## config.mk

```make
export PLATFORM = sky130hd
export DESIGN_NAME = masked_byte_pattern_scanner
export DESIGN_NICKNAME = d
export VERILOG_FILES = /design/src/rtl/mbps_pkg.sv /design/src/rtl/mbps_csr.sv /design/src/rtl/mbps_match.sv /design/src/rtl/masked_byte_pattern_scanner.sv
export SDC_FILE = /design/constraint.sdc
export NUM_CORES = 2
export LEC_CHECK = 0
export ABC_CLOCK_PERIOD_IN_PS = 17680
export BUFFER_PORTS_ARGS = -buffer_cell sky130_fd_sc_hd__buf_2
export CELL_PAD_IN_SITES_DETAIL_PLACEMENT = 1
export CELL_PAD_IN_SITES_GLOBAL_PLACEMENT = 2
export CORE_ASPECT_RATIO = 1.4
export CORE_MARGIN = 2
export CORE_UTILIZATION = 34
export DETAILED_ROUTE_END_ITERATION = 10
export PLACE_DENSITY_LB_ADDON = 0.1
export SLEW_MARGIN = 20
export SYNTH_ARGS = -nofsm -noshare
export SYNTH_HDL_FRONTEND = slang
export SYNTH_HIERARCHICAL = 1
export SYNTH_SLANG_ARGS = --single-unit
```

## constraint.sdc

```tcl
create_clock -name clock -period 17.68 [get_ports clock]
set_input_delay 1.768 -clock clock [delete_from_list [all_inputs] [get_ports clock]]
set_output_delay 1.768 -clock clock [all_outputs]
set_load 0.02 [all_outputs]
```

## src/rtl/mbps_pkg.sv

```systemverilog
`timescale 1ns / 1ps
`default_nettype none
// ----------------------------------------------------------------------------
// mbps_pkg
// Shared types and codes for the masked byte pattern scanner.
// ----------------------------------------------------------------------------
package mbps_pkg;

   // register indexes on the csr write channel
   localparam int CSR_INDEX_W = 3;
   localparam logic [CSR_INDEX_W-1:0] CSR_PATTERN_LOW  = 3'd0;
   localparam logic [CSR_INDEX_W-1:0] CSR_PATTERN_HIGH = 3'd1;
   localparam logic [CSR_INDEX_W-1:0] CSR_MASK_LOW     = 3'd2;
   localparam logic [CSR_INDEX_W-1:0] CSR_MASK_HIGH    = 3'd3;
   localparam logic [CSR_INDEX_W-1:0] CSR_PATTERN_LEN  = 3'd4;
   localparam logic [CSR_INDEX_W-1:0] CSR_MULTI_EN     = 3'd5;
   localparam logic [CSR_INDEX_W-1:0] CSR_OFFSET       = 3'd6;

   localparam int CSR_DATA_W = 64;
   localparam int LEN_RAW_W  = 5;
   localparam int POS_W      = 32;

   typedef enum logic [1:0] {
      SCAN_NONE  = 2'd0,
      SCAN_OK    = 2'd1,
      SCAN_MULTI = 2'd2
   } scan_status_type;

   typedef struct packed {
      logic [63:0]          pattern_low;
      logic [63:0]          pattern_high;
      logic [63:0]          mask_low;
      logic [63:0]          mask_high;
      logic [LEN_RAW_W-1:0] pattern_length;
      logic                 multi_match_enable;
      logic [POS_W-1:0]     report_offset;
   } csr_cfg_type;

endpackage
`default_nettype wire

```

## src/rtl/mbps_csr.sv

```systemverilog
`timescale 1ns / 1ps
`default_nettype none
// ----------------------------------------------------------------------------
// mbps_csr
// Configuration register file, written over the csr channel.
// ----------------------------------------------------------------------------
module mbps_csr (
   input  wire logic                               clock,
   input  wire logic                               reset,
   input  wire logic                               csr_valid,
   output logic                                    csr_ready,
   input  wire logic [mbps_pkg::CSR_INDEX_W-1:0]   csr_index,
   input  wire logic [mbps_pkg::CSR_DATA_W-1:0]    csr_data,
   output mbps_pkg::csr_cfg_type                   cfg
);
   import mbps_pkg::*;

   csr_cfg_type cfg_ff;
   csr_cfg_type cfg_in;
   logic        write;

   assign csr_ready = 1'b1;
   assign write     = csr_valid && csr_ready;

   always_comb begin
      cfg_in = cfg_ff;
      if (write) begin
         case (csr_index)
            CSR_PATTERN_LOW:  cfg_in.pattern_low        = csr_data;
            CSR_PATTERN_HIGH: cfg_in.pattern_high       = csr_data;
            CSR_MASK_LOW:     cfg_in.mask_low           = csr_data;
            CSR_MASK_HIGH:    cfg_in.mask_high          = csr_data;
            CSR_PATTERN_LEN:  cfg_in.pattern_length     = csr_data[LEN_RAW_W-1:0];
            CSR_MULTI_EN:     cfg_in.multi_match_enable = csr_data[0];
            CSR_OFFSET:       cfg_in.report_offset      = csr_data[POS_W-1:0];
            default:          cfg_in = cfg_ff;
         endcase
      end
   end

   always_ff @(posedge clock) begin
      if (reset) begin
         cfg_ff <= '{pattern_low:        '0,
                     pattern_high:       '0,
                     mask_low:           '0,
                     mask_high:          '0,
                     pattern_length:     LEN_RAW_W'(1),
                     multi_match_enable: 1'b0,
                     report_offset:      '0};
      end else begin
         cfg_ff <= cfg_in;
      end
   end

   assign cfg = cfg_ff;

endmodule
`default_nettype wire

```

## src/rtl/mbps_match.sv

```systemverilog
`timescale 1ns / 1ps
`default_nettype none
// ----------------------------------------------------------------------------
// mbps_match
// Byte window and parallel masked compare of the pattern against it.
// ----------------------------------------------------------------------------
module mbps_match #(
   parameter int PATTERN_MAX = 16,
   parameter int LEN_W       = $clog2(PATTERN_MAX + 1)
) (
   input  wire logic                  clock,
   input  wire logic                  reset,
   input  wire logic                  advance,
   input  wire logic                  clear,
   input  wire logic [7:0]            data_byte,
   input  wire logic [LEN_W-1:0]      eff_len,
   input  wire mbps_pkg::csr_cfg_type cfg,
   output logic                       hit
);
   import mbps_pkg::*;

   localparam int IDX_W = (PATTERN_MAX > 1) ? $clog2(PATTERN_MAX) : 1;

   logic [7:0]   window_ff [PATTERN_MAX];
   logic [7:0]   window_in [PATTERN_MAX];
   logic [7:0]   shifted   [PATTERN_MAX];
   logic [127:0] pat_all;
   logic [127:0] mask_all;

   assign pat_all  = {cfg.pattern_high, cfg.pattern_low};
   assign mask_all = {cfg.mask_high, cfg.mask_low};

   // entry 0 is the newest byte
   always_comb begin
      shifted[0] = data_byte;
      for (int j = 1; j < PATTERN_MAX; j++) begin
         shifted[j] = window_ff[j-1];
      end
   end

   // pattern byte k lines up with window entry eff_len-1-k
   always_comb begin
      logic [LEN_W-1:0] idx;
      logic [7:0]       wb;
      hit = 1'b1;
      for (int k = 0; k < PATTERN_MAX; k++) begin
         idx = eff_len - LEN_W'(1) - LEN_W'(k);
         wb  = shifted[idx[IDX_W-1:0]];
         if ((LEN_W'(k) < eff_len) &&
             (((pat_all[8*k +: 8] ^ wb) & mask_all[8*k +: 8]) != 8'd0)) begin
            hit = 1'b0;
         end
      end
   end

   always_comb begin
      for (int j = 0; j < PATTERN_MAX; j++) begin
         window_in[j] = clear ? 8'd0 : shifted[j];
      end
   end

   always_ff @(posedge clock) begin
      if (reset) begin
         for (int j = 0; j < PATTERN_MAX; j++) begin
            window_ff[j] <= 8'd0;
         end
      end else if (advance) begin
         window_ff <= window_in;
      end
   end

endmodule
`default_nettype wire

```

## src/rtl/masked_byte_pattern_scanner.sv

```systemverilog
`timescale 1ns / 1ps
`default_nettype none
// ----------------------------------------------------------------------------
// masked_byte_pattern_scanner
// Streams a buffer one byte per request and reports masked pattern matches.
// ----------------------------------------------------------------------------
// Usage:
//   req_*  : one buffer byte per request, req_tlast on the final byte.
//   rsp_*  : a response for every reported match and for every final byte;
//            a final byte that also matches gives one response with both.
//   csr_*  : register writes (pattern, mask, length, multi-match, offset);
//            write only while no request is in flight. csr_ready is always 1.
// Each accepted request lands in an input register; when it advances it is
//   compared, updates the scan state and loads the response register.
//   Throughput: one request per cycle while the response side does not stall,
//   set by the single pass through the window compare and the 32-bit position adder.
// Reset: the registers take their defaults (length 1, all else zero), the
//   window and counters clear, and both channels come up empty.
// Stall: with a response held and rsp_tready low, a byte that would make a
//   response waits in the input register; bytes that make no response still
//   flow. req_tready drops only when the input register holds a stuck byte.
// ----------------------------------------------------------------------------
module masked_byte_pattern_scanner #(
   parameter int PATTERN_MAX = 16
) (
   input  wire logic                              clock,
   input  wire logic                              reset,
   // request channel
   input  wire logic                              req_tvalid,
   output logic                                   req_tready,
   input  wire logic [7:0]                        req_tdata,   // [7:0] data_byte
   input  wire logic                              req_tlast,   // last_byte
   // response channel
   output logic                                   rsp_tvalid,
   input  wire logic                              rsp_tready,
   output logic [39:0]                            rsp_tdata,   // [31:0] match_position,
                                                               // [33:32] scan_status,
                                                               // [39:34] zero
   output logic                                   rsp_tuser,   // match_found
   output logic                                   rsp_tlast,   // end_of_buffer
   // configuration write channel
   input  wire logic                              csr_valid,
   output logic                                   csr_ready,
   input  wire logic [mbps_pkg::CSR_INDEX_W-1:0]  csr_index,
   input  wire logic [mbps_pkg::CSR_DATA_W-1:0]   csr_data
);
   import mbps_pkg::*;

   localparam int LEN_W = $clog2(PATTERN_MAX + 1);

   csr_cfg_type cfg;

   // input register
   logic       a_valid_ff, a_valid_in;
   logic [7:0] a_data_ff;
   logic       a_last_ff;
   logic       a_advance;

   // scan state
   logic [POS_W-1:0] bytes_seen_ff, bytes_seen_in;
   logic [1:0]       matches_seen_ff, matches_seen_in;
   logic             multi_error_ff, multi_error_in;

   // result register
   logic             rsp_valid_ff, rsp_valid_in;
   logic             rsp_found_ff;
   logic [POS_W-1:0] rsp_pos_ff;
   logic             rsp_end_ff;
   scan_status_type  rsp_status_ff;

   logic             hit;
   logic [LEN_W-1:0] eff_len;
   logic [POS_W-1:0] seen_inc;
   logic [POS_W-1:0] len_ext;
   logic             hit_ok;
   logic [1:0]       matches_inc;
   logic             report;
   logic             has_result;
   logic             out_free;
   logic [POS_W-1:0] match_pos;
   scan_status_type  status;

   mbps_csr u_csr (
      .clock     (clock),
      .reset     (reset),
      .csr_valid (csr_valid),
      .csr_ready (csr_ready),
      .csr_index (csr_index),
      .csr_data  (csr_data),
      .cfg       (cfg)
   );

   // clamp the length into 1..PATTERN_MAX
   always_comb begin
      if (cfg.pattern_length == '0) begin
         eff_len = LEN_W'(1);
      end else if (cfg.pattern_length > LEN_RAW_W'(PATTERN_MAX)) begin
         eff_len = LEN_W'(PATTERN_MAX);
      end else begin
         eff_len = LEN_W'(cfg.pattern_length);
      end
   end

   mbps_match #(
      .PATTERN_MAX (PATTERN_MAX),
      .LEN_W       (LEN_W)
   ) u_match (
      .clock     (clock),
      .reset     (reset),
      .advance   (a_advance),
      .clear     (a_last_ff),
      .data_byte (a_data_ff),
      .eff_len   (eff_len),
      .cfg       (cfg),
      .hit       (hit)
   );

   // evaluate the byte in the input register against the updated window
   assign seen_inc    = bytes_seen_ff + POS_W'(1);
   assign len_ext     = POS_W'(eff_len);
   assign hit_ok      = (seen_inc >= len_ext) && hit && !multi_error_ff;
   assign matches_inc = (matches_seen_ff == 2'd3) ? 2'd3 : matches_seen_ff + 2'd1;
   assign match_pos   = seen_inc - len_ext + cfg.report_offset;

   always_comb begin
      matches_seen_in = matches_seen_ff;
      multi_error_in  = multi_error_ff;
      report          = 1'b0;
      if (hit_ok) begin
         matches_seen_in = matches_inc;
         if (!cfg.multi_match_enable && (matches_inc > 2'd1)) begin
            multi_error_in = 1'b1;
         end else begin
            report = 1'b1;
         end
      end
      if (multi_error_in) begin
         status = SCAN_MULTI;
      end else if (matches_seen_in != 2'd0) begin
         status = SCAN_OK;
      end else begin
         status = SCAN_NONE;
      end
      bytes_seen_in = seen_inc;
   end

   assign has_result = report || a_last_ff;
   assign out_free   = !rsp_valid_ff || rsp_tready;
   assign a_advance  = a_valid_ff && (!has_result || out_free);
   assign req_tready = !a_valid_ff || a_advance;

   always_comb begin
      a_valid_in = a_valid_ff;
      if (req_tvalid && req_tready) begin
         a_valid_in = 1'b1;
      end else if (a_advance) begin
         a_valid_in = 1'b0;
      end
   end

   always_comb begin
      rsp_valid_in = rsp_valid_ff;
      if (a_advance && has_result) begin
         rsp_valid_in = 1'b1;
      end else if (rsp_tready) begin
         rsp_valid_in = 1'b0;
      end
   end

   // control state
   always_ff @(posedge clock) begin
      if (reset) begin
         a_valid_ff      <= 1'b0;
         rsp_valid_ff    <= 1'b0;
         bytes_seen_ff   <= '0;
         matches_seen_ff <= '0;
         multi_error_ff  <= 1'b0;
      end else begin
         a_valid_ff   <= a_valid_in;
         rsp_valid_ff <= rsp_valid_in;
         if (a_advance) begin
            // drop the scan state once the buffer closes
            bytes_seen_ff   <= a_last_ff ? '0   : bytes_seen_in;
            matches_seen_ff <= a_last_ff ? 2'd0 : matches_seen_in;
            multi_error_ff  <= a_last_ff ? 1'b0 : multi_error_in;
         end
      end
   end

   // payload: hold the request byte, load the response on advance
   always_ff @(posedge clock) begin
      if (req_tvalid && req_tready) begin
         a_data_ff <= req_tdata;
         a_last_ff <= req_tlast;
      end
      if (a_advance && has_result) begin
         rsp_found_ff  <= report;
         rsp_pos_ff    <= report ? match_pos : '0;
         rsp_end_ff    <= a_last_ff;
         rsp_status_ff <= a_last_ff ? status : SCAN_NONE;
      end
   end

   assign rsp_tvalid = rsp_valid_ff;
   assign rsp_tuser  = rsp_found_ff;
   assign rsp_tlast  = rsp_end_ff;
   assign rsp_tdata  = {6'd0, rsp_status_ff, rsp_pos_ff};

   // ------------------------------------------------------------------------
   // Checks
   // ------------------------------------------------------------------------
   // a response without a match carries position zero
   assert property (@(posedge clock) disable iff (reset)
      (rsp_tvalid && !rsp_tuser) |-> (rsp_tdata[31:0] == 32'd0))
      else $error("non-match response with nonzero position");

   // only a closing response carries a status, and never the unused code
   assert property (@(posedge clock) disable iff (reset)
      rsp_tvalid |-> ((rsp_tlast || (rsp_tdata[33:32] == 2'd0)) &&
                      (rsp_tdata[33:32] != 2'd3)))
      else $error("bad scan status on response");

   // the multiple-match error only follows at least two matches
   assert property (@(posedge clock) disable iff (reset)
      multi_error_ff |-> (matches_seen_ff >= 2'd2))
      else $error("multi-match error without a second match");

   // the scan state clears after the closing byte advances
   assert property (@(posedge clock) disable iff (reset)
      (a_advance && a_last_ff) |=>
         ((bytes_seen_ff == '0) && (matches_seen_ff == 2'd0) && !multi_error_ff))
      else $error("scan state not cleared at end of buffer");

endmodule
`default_nettype wire

```

Yosys cells after proc, flatten, opt, wreduce, memory -nomap -nowiden
Index checks and enable logic that the tools add are counted.

word-level totals
  flip-flop bits (word level) = 496
  input port bits = 81
  logic and storage cells = 301

cells by class
  $add $sub $neg = 20
  order comparisons = 35
  equality and inequality tests = 7
  muxes and demuxes = 96
  bitwise operators = 49
  reduce and logical (&&, ||, !) cells = 60

operator list
  kind                                                        count
  binary-select mux 8 bit (select 4 bit)                      16
  2-to-1 mux 8 bit                                            47
  bitwise AND 8 bit                                           16
  nonzero test 8 bit                                          16
  bitwise XOR 8 bit                                           16
  >= comparator 5 bit (second input constant)                 16
  inverter 4 -> 5 bit                                         16
  less-than comparator 4 x 5 -> 1 bit (first input constant)  8
  adder 32 x 1 -> 32 bit (second input constant)              1
  adder 32 bit                                                1
  >= comparator 32 x 5 -> 1 bit                               1
  2-to-1 mux 32 bit                                           1
  subtractor 32 x 5 -> 32 bit                                 1
  subtractor 4 bit (second input constant)                    8
  2-to-1 mux 1 bit                                            26
  logical AND 1 bit                                           22
  less-than comparator 3 x 5 -> 1 bit (first input constant)  4
  subtractor 4 x 3 -> 4 bit (second input constant)           4
  AND reduction 2 bit                                         7
  less-than comparator 1 x 5 -> 1 bit (first input constant)  2
  less-than comparator 2 x 5 -> 1 bit (first input constant)  2
  2-to-1 mux 5 bit                                            2
  equality test 3 bit (second input constant)                 3
  2-to-1 mux 2 bit                                            4
  15 further kinds                                            27

Depth between registers and ports, before layout
  depth in word-level cells = 38
  gate-level depth with buffers = 38
  gate-level depth less buffers = 26

Cells and area by module
Netlist, hierarchy kept.

modules (own cells, without submodules)
  module                       times used  cells an instance  area each (sq um)
  mbps_match                   1           1,575              14,491.4
  mbps_csr                     1           1,035              11,527.3
  masked_byte_pattern_scanner  1           775                6,580.1

Worst setup path after synthesis
No wires, ideal clock.

  kind = reg2reg
  start = reg u_csr.cfg_ff (netlist bit u_csr/cfg[34])
  end = reg rsp_pos_ff[0] (enable)
  setup time = 0.484 ns
  arrival time = 9.758 ns
  data required time = 17.196 ns
  slack = 7.439 ns
  stages on the path, launching flop included = 30
  path buffers = 11
  cell sequence = dfxtp_1 -> nor3_1 -> nor2_1 -> nor2_1 -> inv_2 -> clkbuf_1 -> buf_2 -> ha_1 -> buf_2 -> buf_4 -> buf_2 -> buf_2 -> buf_1 -> inv_1 -> ha_1 -> buf_2 -> buf_2 -> buf_1 -> mux4_2 -> mux4_2 -> xor2_1 -> a221oi_1 -> nand3_1 -> nor4_1 -> o32ai_1 -> nor4b_2 -> nor2b_1 -> o311ai_2 -> clkbuf_1 -> a211oi_1

on the way
  longest elaborated chain between the ends = 36
  elaborated cells between the ends (all ways) = 189

RTL lines
  item                                                                                                 RTL line                            RTL
  start, declared                                                                                      mbps_csr.sv:18                      csr_cfg_type cfg_ff;
  start signal, assigned                                                                               mbps_csr.sv:43                      cfg_ff <= '{pattern_low: '0,
  start signal, assigned                                                                               mbps_csr.sv:51                      cfg_ff <= cfg_in;
  greater-than comparator 5 bit                                                                        masked_byte_pattern_scanner.sv:97   end else if (cfg.pattern_length > LEN_RAW_W'(PATTERN_MAX)) begin
  2-to-1 mux 5 bit                                                                                     masked_byte_pattern_scanner.sv:97
  2-to-1 mux 5 bit *                                                                                   masked_byte_pattern_scanner.sv:95   if (cfg.pattern_length == '0) begin
  via eff_len[0]                                                                                       masked_byte_pattern_scanner.sv:72   logic [LEN_W-1:0] eff_len;
  subtractor 4 x 1 -> 4 bit                                                                            mbps_match.sv:47                    idx = eff_len - LEN_W'(1) - LEN_W'(k);
  subtractor 4 x 1 -> 4 bit or inverter 4 -> 5 bit (tied branches)                                     mbps_match.sv:47, mbps_match.sv:48
  inverter 4 -> 5 bit (not written as such) or binary-select mux 8 bit (select 4 bit) (tied branches)  mbps_match.sv:48                    wb = shifted[idx[IDX_W-1:0]];
  binary-select mux 8 bit (select 4 bit) or 2-to-1 mux 8 bit (tied branches)                           mbps_match.sv:48
  [21 not listed]                                                                                      --
  via hit                                                                                              masked_byte_pattern_scanner.sv:71   logic hit;
  logical AND 1 bit * (2 in series)                                                                    masked_byte_pattern_scanner.sv:121  assign hit_ok = (seen_inc >= len_ext) && hit && !multi_error_ff;
  2-to-1 mux 1 bit *                                                                                   masked_byte_pattern_scanner.sv:129  if (hit_ok) begin
  logical OR 1 bit *                                                                                   masked_byte_pattern_scanner.sv:147  assign has_result = report || a_last_ff;
  logical NOT 1 bit                                                                                    masked_byte_pattern_scanner.sv:149  assign a_advance = a_valid_ff && (!has_result || out_free);
  logical OR 1 bit                                                                                     masked_byte_pattern_scanner.sv:149
  logical AND 1 bit                                                                                    masked_byte_pattern_scanner.sv:149
  logical AND 1 bit *                                                                                  masked_byte_pattern_scanner.sv:196  if (a_advance && has_result) begin
  end signal, assigned                                                                                 masked_byte_pattern_scanner.sv:198  rsp_pos_ff <= report ? match_pos : '0;
  end, declared                                                                                        masked_byte_pattern_scanner.sv:67   logic [POS_W-1:0] rsp_pos_ff;

Mark *: on every way through the listed nets, which the timed path passes. The rest lies on a longest branch. The select of a mux whose other input is x is not followed.
A chain may end at the register's enable or synchronous reset.

Final worst setup path
  start = reg u_csr.cfg_ff (netlist bit u_csr/cfg[34])
  end = out req_tready

on the way
  longest elaborated chain between the ends = 36
  elaborated cells between the ends (all ways) = 189

RTL lines
  item                                                                                                 RTL line                            RTL
  greater-than comparator 5 bit                                                                        masked_byte_pattern_scanner.sv:97
  2-to-1 mux 5 bit                                                                                     masked_byte_pattern_scanner.sv:97
  2-to-1 mux 5 bit *                                                                                   masked_byte_pattern_scanner.sv:95
  via eff_len[0]                                                                                       masked_byte_pattern_scanner.sv:72
  subtractor 4 x 1 -> 4 bit                                                                            mbps_match.sv:47
  subtractor 4 x 1 -> 4 bit or inverter 4 -> 5 bit (tied branches)                                     mbps_match.sv:47, mbps_match.sv:48
  inverter 4 -> 5 bit (not written as such) or binary-select mux 8 bit (select 4 bit) (tied branches)  mbps_match.sv:48
  binary-select mux 8 bit (select 4 bit) or 2-to-1 mux 8 bit (tied branches)                           mbps_match.sv:48
  [21 not listed]                                                                                      --
  via hit                                                                                              masked_byte_pattern_scanner.sv:71
  logical AND 1 bit * (2 in series)                                                                    masked_byte_pattern_scanner.sv:121
  2-to-1 mux 1 bit *                                                                                   masked_byte_pattern_scanner.sv:129
  logical OR 1 bit *                                                                                   masked_byte_pattern_scanner.sv:147
  logical NOT 1 bit *                                                                                  masked_byte_pattern_scanner.sv:149
  logical OR 1 bit *                                                                                   masked_byte_pattern_scanner.sv:149
  logical AND 1 bit *                                                                                  masked_byte_pattern_scanner.sv:149
  logical OR 1 bit *                                                                                   masked_byte_pattern_scanner.sv:150  assign req_tready = !a_valid_ff || a_advance;
  end, declared                                                                                        masked_byte_pattern_scanner.sv:30   output logic req_tready,

Marks and branches as above.

==> impl_metrics.xml <==
<?xml version="1.0" encoding="UTF-8"?>
<metrics>
  <group name="status">
    <metric name="status" unit="">finished clean</metric>
  </group>
  <group name="pwr">
    <metric name="power_report.internal_total" unit="uW">2038</metric>
    <metric name="leakagePower" unit="uW">0.01525</metric>
    <metric name="p_sw_share" unit="%">28.22</metric>
    <metric name="pwr_dens" unit="nW/um2">78.95</metric>
    <metric name="max-vdd-ir-drop" unit="uV">68.12</metric>
    <metric name="power.switching" unit="uW">801.1</metric>
    <metric name="power" unit="uW">2839</metric>
    <metric name="power_frac_seq" unit="%">42.0</metric>
    <metric name="pwr-share-clk" unit="%">44.1</metric>
    <metric name="share_of_total_power_in_combinational_logic" unit="%">13.9</metric>
  </group>
  <group name="cts">
    <metric name="cts_made_buffers" unit="">57</metric>
    <metric name="clockRootBuffer" unit="">sky130_fd_sc_hd__clkbuf_16</metric>
    <metric name="clkLatencyLatePin" unit="ps">650</metric>
    <metric name="cts_tree" unit="">built</metric>
    <metric name="tritoncts_num_sinks" unit="">496</metric>
    <metric name="cts.repair_timing.setup_buffer_count" unit="">0</metric>
    <metric name="ctsHtreeMaxLevel" unit="">2</metric>
    <metric name="cts_hold_buffers" unit="">0</metric>
    <metric name="cts.repair.resized" unit="">0</metric>
    <metric name="register_clock_pin_slew_on_the_reported_worst_setup_and_hold_paths" unit="ps">60</metric>
    <metric name="clock_path_buffers" unit="">3</metric>
  </group>
  <group name="worst_setup_path">
    <metric name="cp-start-kind" unit="">flop</metric>
    <metric name="crit_fanout" unit="">51</metric>
    <metric name="r2r_cells" unit="">28</metric>
    <metric name="critical-path-max-stage-delay" unit="ps">700</metric>
    <metric name="end_kind" unit="">output pin</metric>
    <metric name="regToRegEndpoint" unit="">u_match/shifted[113]$_SDFFE_PP0P_</metric>
    <metric name="timing.critical_path.arrival" unit="ps">9680</metric>
    <metric name="worstPathRequired" unit="ps">15910</metric>
    <metric name="slowest_stage" unit="">sky130_fd_sc_hd__a211o_1</metric>
    <metric name="rrSetupSlack" unit="ps">7230</metric>
    <metric name="crit-reg2reg-launch" unit="">u_csr/cfg[34]$_SDFFE_PP0P_</metric>
    <metric name="setup.worst_path.class" unit="">flop to output pin</metric>
  </group>
  <group name="yosys">
    <metric name="yosys_most_used_dff" unit="">sky130_fd_sc_hd__dfxtp_1</metric>
    <metric name="synth-async-reset-ratio" unit="%">0</metric>
    <metric name="synth-seq-area-share" unit="%">31.84</metric>
    <metric name="synth_enable_flop_cells" unit="">45</metric>
    <metric name="synth.ff_latch_count" unit="">496</metric>
    <metric name="postSynthAreaPerCell" unit="um2">9.630</metric>
    <metric name="yosysWarningCount" unit="">6</metric>
    <metric name="post_synth_instance_area" unit="um2">32600</metric>
    <metric name="syn_inst" unit="">3385</metric>
    <metric name="synth_cell_type_count" unit="">88</metric>
  </group>
  <group name="sta">
    <metric name="final.min_clock_period" unit="ps">11440</metric>
    <metric name="finClkSkew" unit="ps">23.01</metric>
    <metric name="rsz0062_at_grt" unit="">false</metric>
    <metric name="finalSetupViolCount" unit="">0</metric>
    <metric name="finalMaxSlewViolations" unit="">0</metric>
    <metric name="hold_viol" unit="">0</metric>
    <metric name="max-slew-margin-rel" unit="%">22.53</metric>
    <metric name="post-route-period-util" unit="%">64.73</metric>
    <metric name="final_total_negative_setup_slack" unit="ps">0</metric>
    <metric name="clock.fmax" unit="MHz">87.38</metric>
    <metric name="worstMarginPinSlew" unit="ps">1162</metric>
  </group>
  <group name="routing">
    <metric name="drtAntennaViolNets" unit="">0</metric>
    <metric name="post-route-drc-count" unit="">0</metric>
    <metric name="detailroute.via_count" unit="">25819</metric>
    <metric name="drt_pass1_iterations" unit="">5</metric>
    <metric name="routedWlPerCell" unit="um">26.13</metric>
    <metric name="detail_route.vias_per_cell" unit="">5.586</metric>
    <metric name="wl" unit="um">120800</metric>
    <metric name="drt_iter0_drc" unit="">1303</metric>
  </group>
  <group name="die">
    <metric name="floorplan_die_area" unit="um2">98410</metric>
    <metric name="die_w" unit="um">265.7</metric>
    <metric name="dieHeight" unit="um">370.4</metric>
    <metric name="floorplan.initialDensity" unit="%">34.23</metric>
    <metric name="fp.coreArea" unit="um2">95230</metric>
    <metric name="io_pins" unit="">126</metric>
    <metric name="std_cell_rows" unit="">134</metric>
  </group>
  <group name="finish">
    <metric name="final.fill_count" unit="">10726</metric>
    <metric name="layout-drive-gt1-share" unit="%">12.77</metric>
    <metric name="most-common-layout-cells" unit="">551 x sky130_fd_sc_hd__mux2i_1, 492 x sky130_fd_sc_hd__nand2b_1, 451 x sky130_fd_sc_hd__dfxtp_1, 195 x sky130_fd_sc_hd__a21oi_1, 139 x sky130_fd_sc_hd__nand2_1</metric>
    <metric name="mostFrequentLayoutCell" unit="">sky130_fd_sc_hd__mux2i_1</metric>
    <metric name="antenna_cells" unit="">0</metric>
    <metric name="area_growth" unit="%">10.30</metric>
    <metric name="nets" unit="">3508</metric>
    <metric name="layout.cell_area.non_filler" unit="um2">35960</metric>
  </group>
  <group name="worst_hold_path">
    <metric name="hold_path.startpoint" unit="">u_csr/cfg[11]$_SDFFE_PP0P_</metric>
    <metric name="worstHoldPathType" unit="">flop to flop</metric>
    <metric name="holdPathEnd" unit="">u_csr/cfg[11]$_SDFFE_PP0P_</metric>
    <metric name="timing.hold.worst_path_depth" unit="">2</metric>
  </group>
  <group name="grt">
    <metric name="via_count_of_the_first_global_routing_pass" unit="">26940</metric>
    <metric name="overflow" unit="">0</metric>
    <metric name="wire_length_of_the_first_global_routing_pass" unit="um">178000</metric>
    <metric name="largest_net_degree_at_the_start_of_global_routing" unit="">245</metric>
    <metric name="grt.total_usage" unit="%">24.10</metric>
    <metric name="number_of_antenna_violations_at_the_first_check_in_global_routing" unit="">2</metric>
  </group>
  <group name="placement">
    <metric name="placement.cell_area" unit="um2">34010</metric>
    <metric name="detailed_place_hpwl" unit="um">89680</metric>
    <metric name="gp_routability_congestion" unit="">0.9506</metric>
    <metric name="portBuffers" unit="">118</metric>
  </group>
  <group name="job">
    <metric name="timing.max_cap.violations" unit="">0</metric>
  </group>
</metrics>
-- routing by layer --
metal / vias up / GRT usage (%) / share of wire, %
met5: - / 0 / 0.013
met2: 540 / 44.88 / 52
met1: 13074 / 27.21 / 40
met4: 2 / 11.37 / 5.2
met3: 201 / 2.785 / 3.3
li1: 12002 / - / -
-- area by class of cell --
class                      instances  area [um2]  area share [%]
tap                             1224        1531           4.259
clock inverter                    26       244.0          0.6785
clock buffer                      78        1692           4.705
multi-input combinational       2529       20790           57.81
sequential                       496       10380           28.87
timing repair buffer             156       898.4           2.498
inverter                         113       424.2           1.180
-- logic make-up after synthesis --
logic type / after synthesis / synth area share, %
AO/OA/AOI/OAI: 466 / 9.212
XOR/XNOR: 203 / 5.730
adder cells (fa/ha/maj): 75 / 2.963
buffers and inverters: 365 / 4.917
flip-flops: 496 / 31.84
multiplexers: 690 / 25.59
other: 2 / 0.02304
AND/OR/NAND/NOR: 1088 / 19.72
-- sequential cells by signal, indices dropped and copies added (netlist names), 2 cells and up --
| register | flops |
|---|---|
| u_csr/cfg | 294 |
| u_match/shifted | 120 |
| bytes_seen_ff | 32 |
| rsp_pos_ff | 32 |
| a_data_ff | 8 |
| matches_seen_ff | 2 |
| rsp_status_ff | 2 |
-- Yosys cell counts, drive strengths merged, types with 13 or more instances --
| cell | number | area (um2) |
|---|---|---|
| mux2i | 551 | 5515 |
| nand2b | 492 | 3078 |
| dfxtp | 451 | 9029 |
| a21oi | 196 | 980.9 |
| nand2 | 139 | 521.8 |
| clkbuf | 135 | 506.7 |
| buf | 117 | 671.9 |
| nand3b | 114 | 855.8 |
| inv | 113 | 424.2 |
| mux4 | 112 | 2522 |
| xnor2 | 102 | 964.7 |
| xor2 | 101 | 903.4 |
| nor2 | 87 | 326.6 |
| ha | 70 | 875.8 |
| o21ai | 49 | 245.2 |
| edfxtp | 45 | 1351 |
| nand3 | 43 | 215.2 |
| a22oi | 42 | 315.3 |
| nor3 | 34 | 180.2 |
| and2 | 31 | 193.9 |
| mux2 | 27 | 304.0 |
| nand4 | 26 | 168.9 |
| and3 | 24 | 150.1 |
| or4 | 23 | 176.4 |
| nor2b | 22 | 137.6 |
| a211oi | 20 | 150.1 |
| a21o | 16 | 120.1 |
| a31oi | 14 | 87.58 |
| o311ai | 14 | 137.6 |
| o211ai | 13 | 97.59 |
| o21a | 13 | 97.59 |
-- worst max-delay path by stage --
| stage | startpoint | endpoint | slack [ps] | cells after the start |
|---|---|---|---|---|
| floorplan | u_csr/cfg[34]$_SDFFE_PP0P_ | rsp_pos_ff[0]$_SDFFCE_PN0P_ | 7440 | 29 |
| global placement | u_csr/cfg[34]$_SDFFE_PP0P_ | req_tready | 6800 | 23 |
| detailed placement | u_csr/cfg[34]$_SDFFE_PP0P_ | req_tready | 6820 | 23 |
| CTS | u_csr/cfg[34]$_SDFFE_PP0P_ | req_tready | 6110 | 23 |
| global route | u_csr/cfg[34]$_SDFFE_PP0P_ | req_tready | 5500 | 23 |
| finish | u_csr/cfg[34]$_SDFFE_PP0P_ | req_tready | 6240 | 25 |
-- per-stage QoR --
stage / utilization (%) / setup slack [ps] / hold WS, ps / instances
after floorplan: - / 7439 / 447.7 / 3390
after global placement: 35.71 / 6799 / 462.4 / 4518
after detailed placement: 35.71 / 6821 / 471.3 / 4518
after CTS: 37.74 / 6107 / 481.2 / 4622
after global routing: 37.76 / 5502 / 498.3 / 4622
final: 37.76 / 6236 / 474.5 / 4622
-- critical path: cells and delay by family (launching register included) --
family                     cells  cell delay [ps]
DFF                            1              320
and+or+nand+nor                9             2800
xor gates and xnor gates       1              650
buffers and inverters          5             1890
AOI/OAI and AO/OA              8             2510
adders and majority gates      2              780
-- power by group through the flow --
stage | sequential [uW] | combinational, uW | clock, uW
finish | 1190 | 395 | 1250
CTS | 1190 | 400 | 1300
detailed placement | 1220 | 399 | 0
global route | 1200 | 428 | 1330
global placement | 1220 | 393 | 0
floorplan | 1220 | 266 | 0
Note: power is estimated with default switching activity, not from simulation.
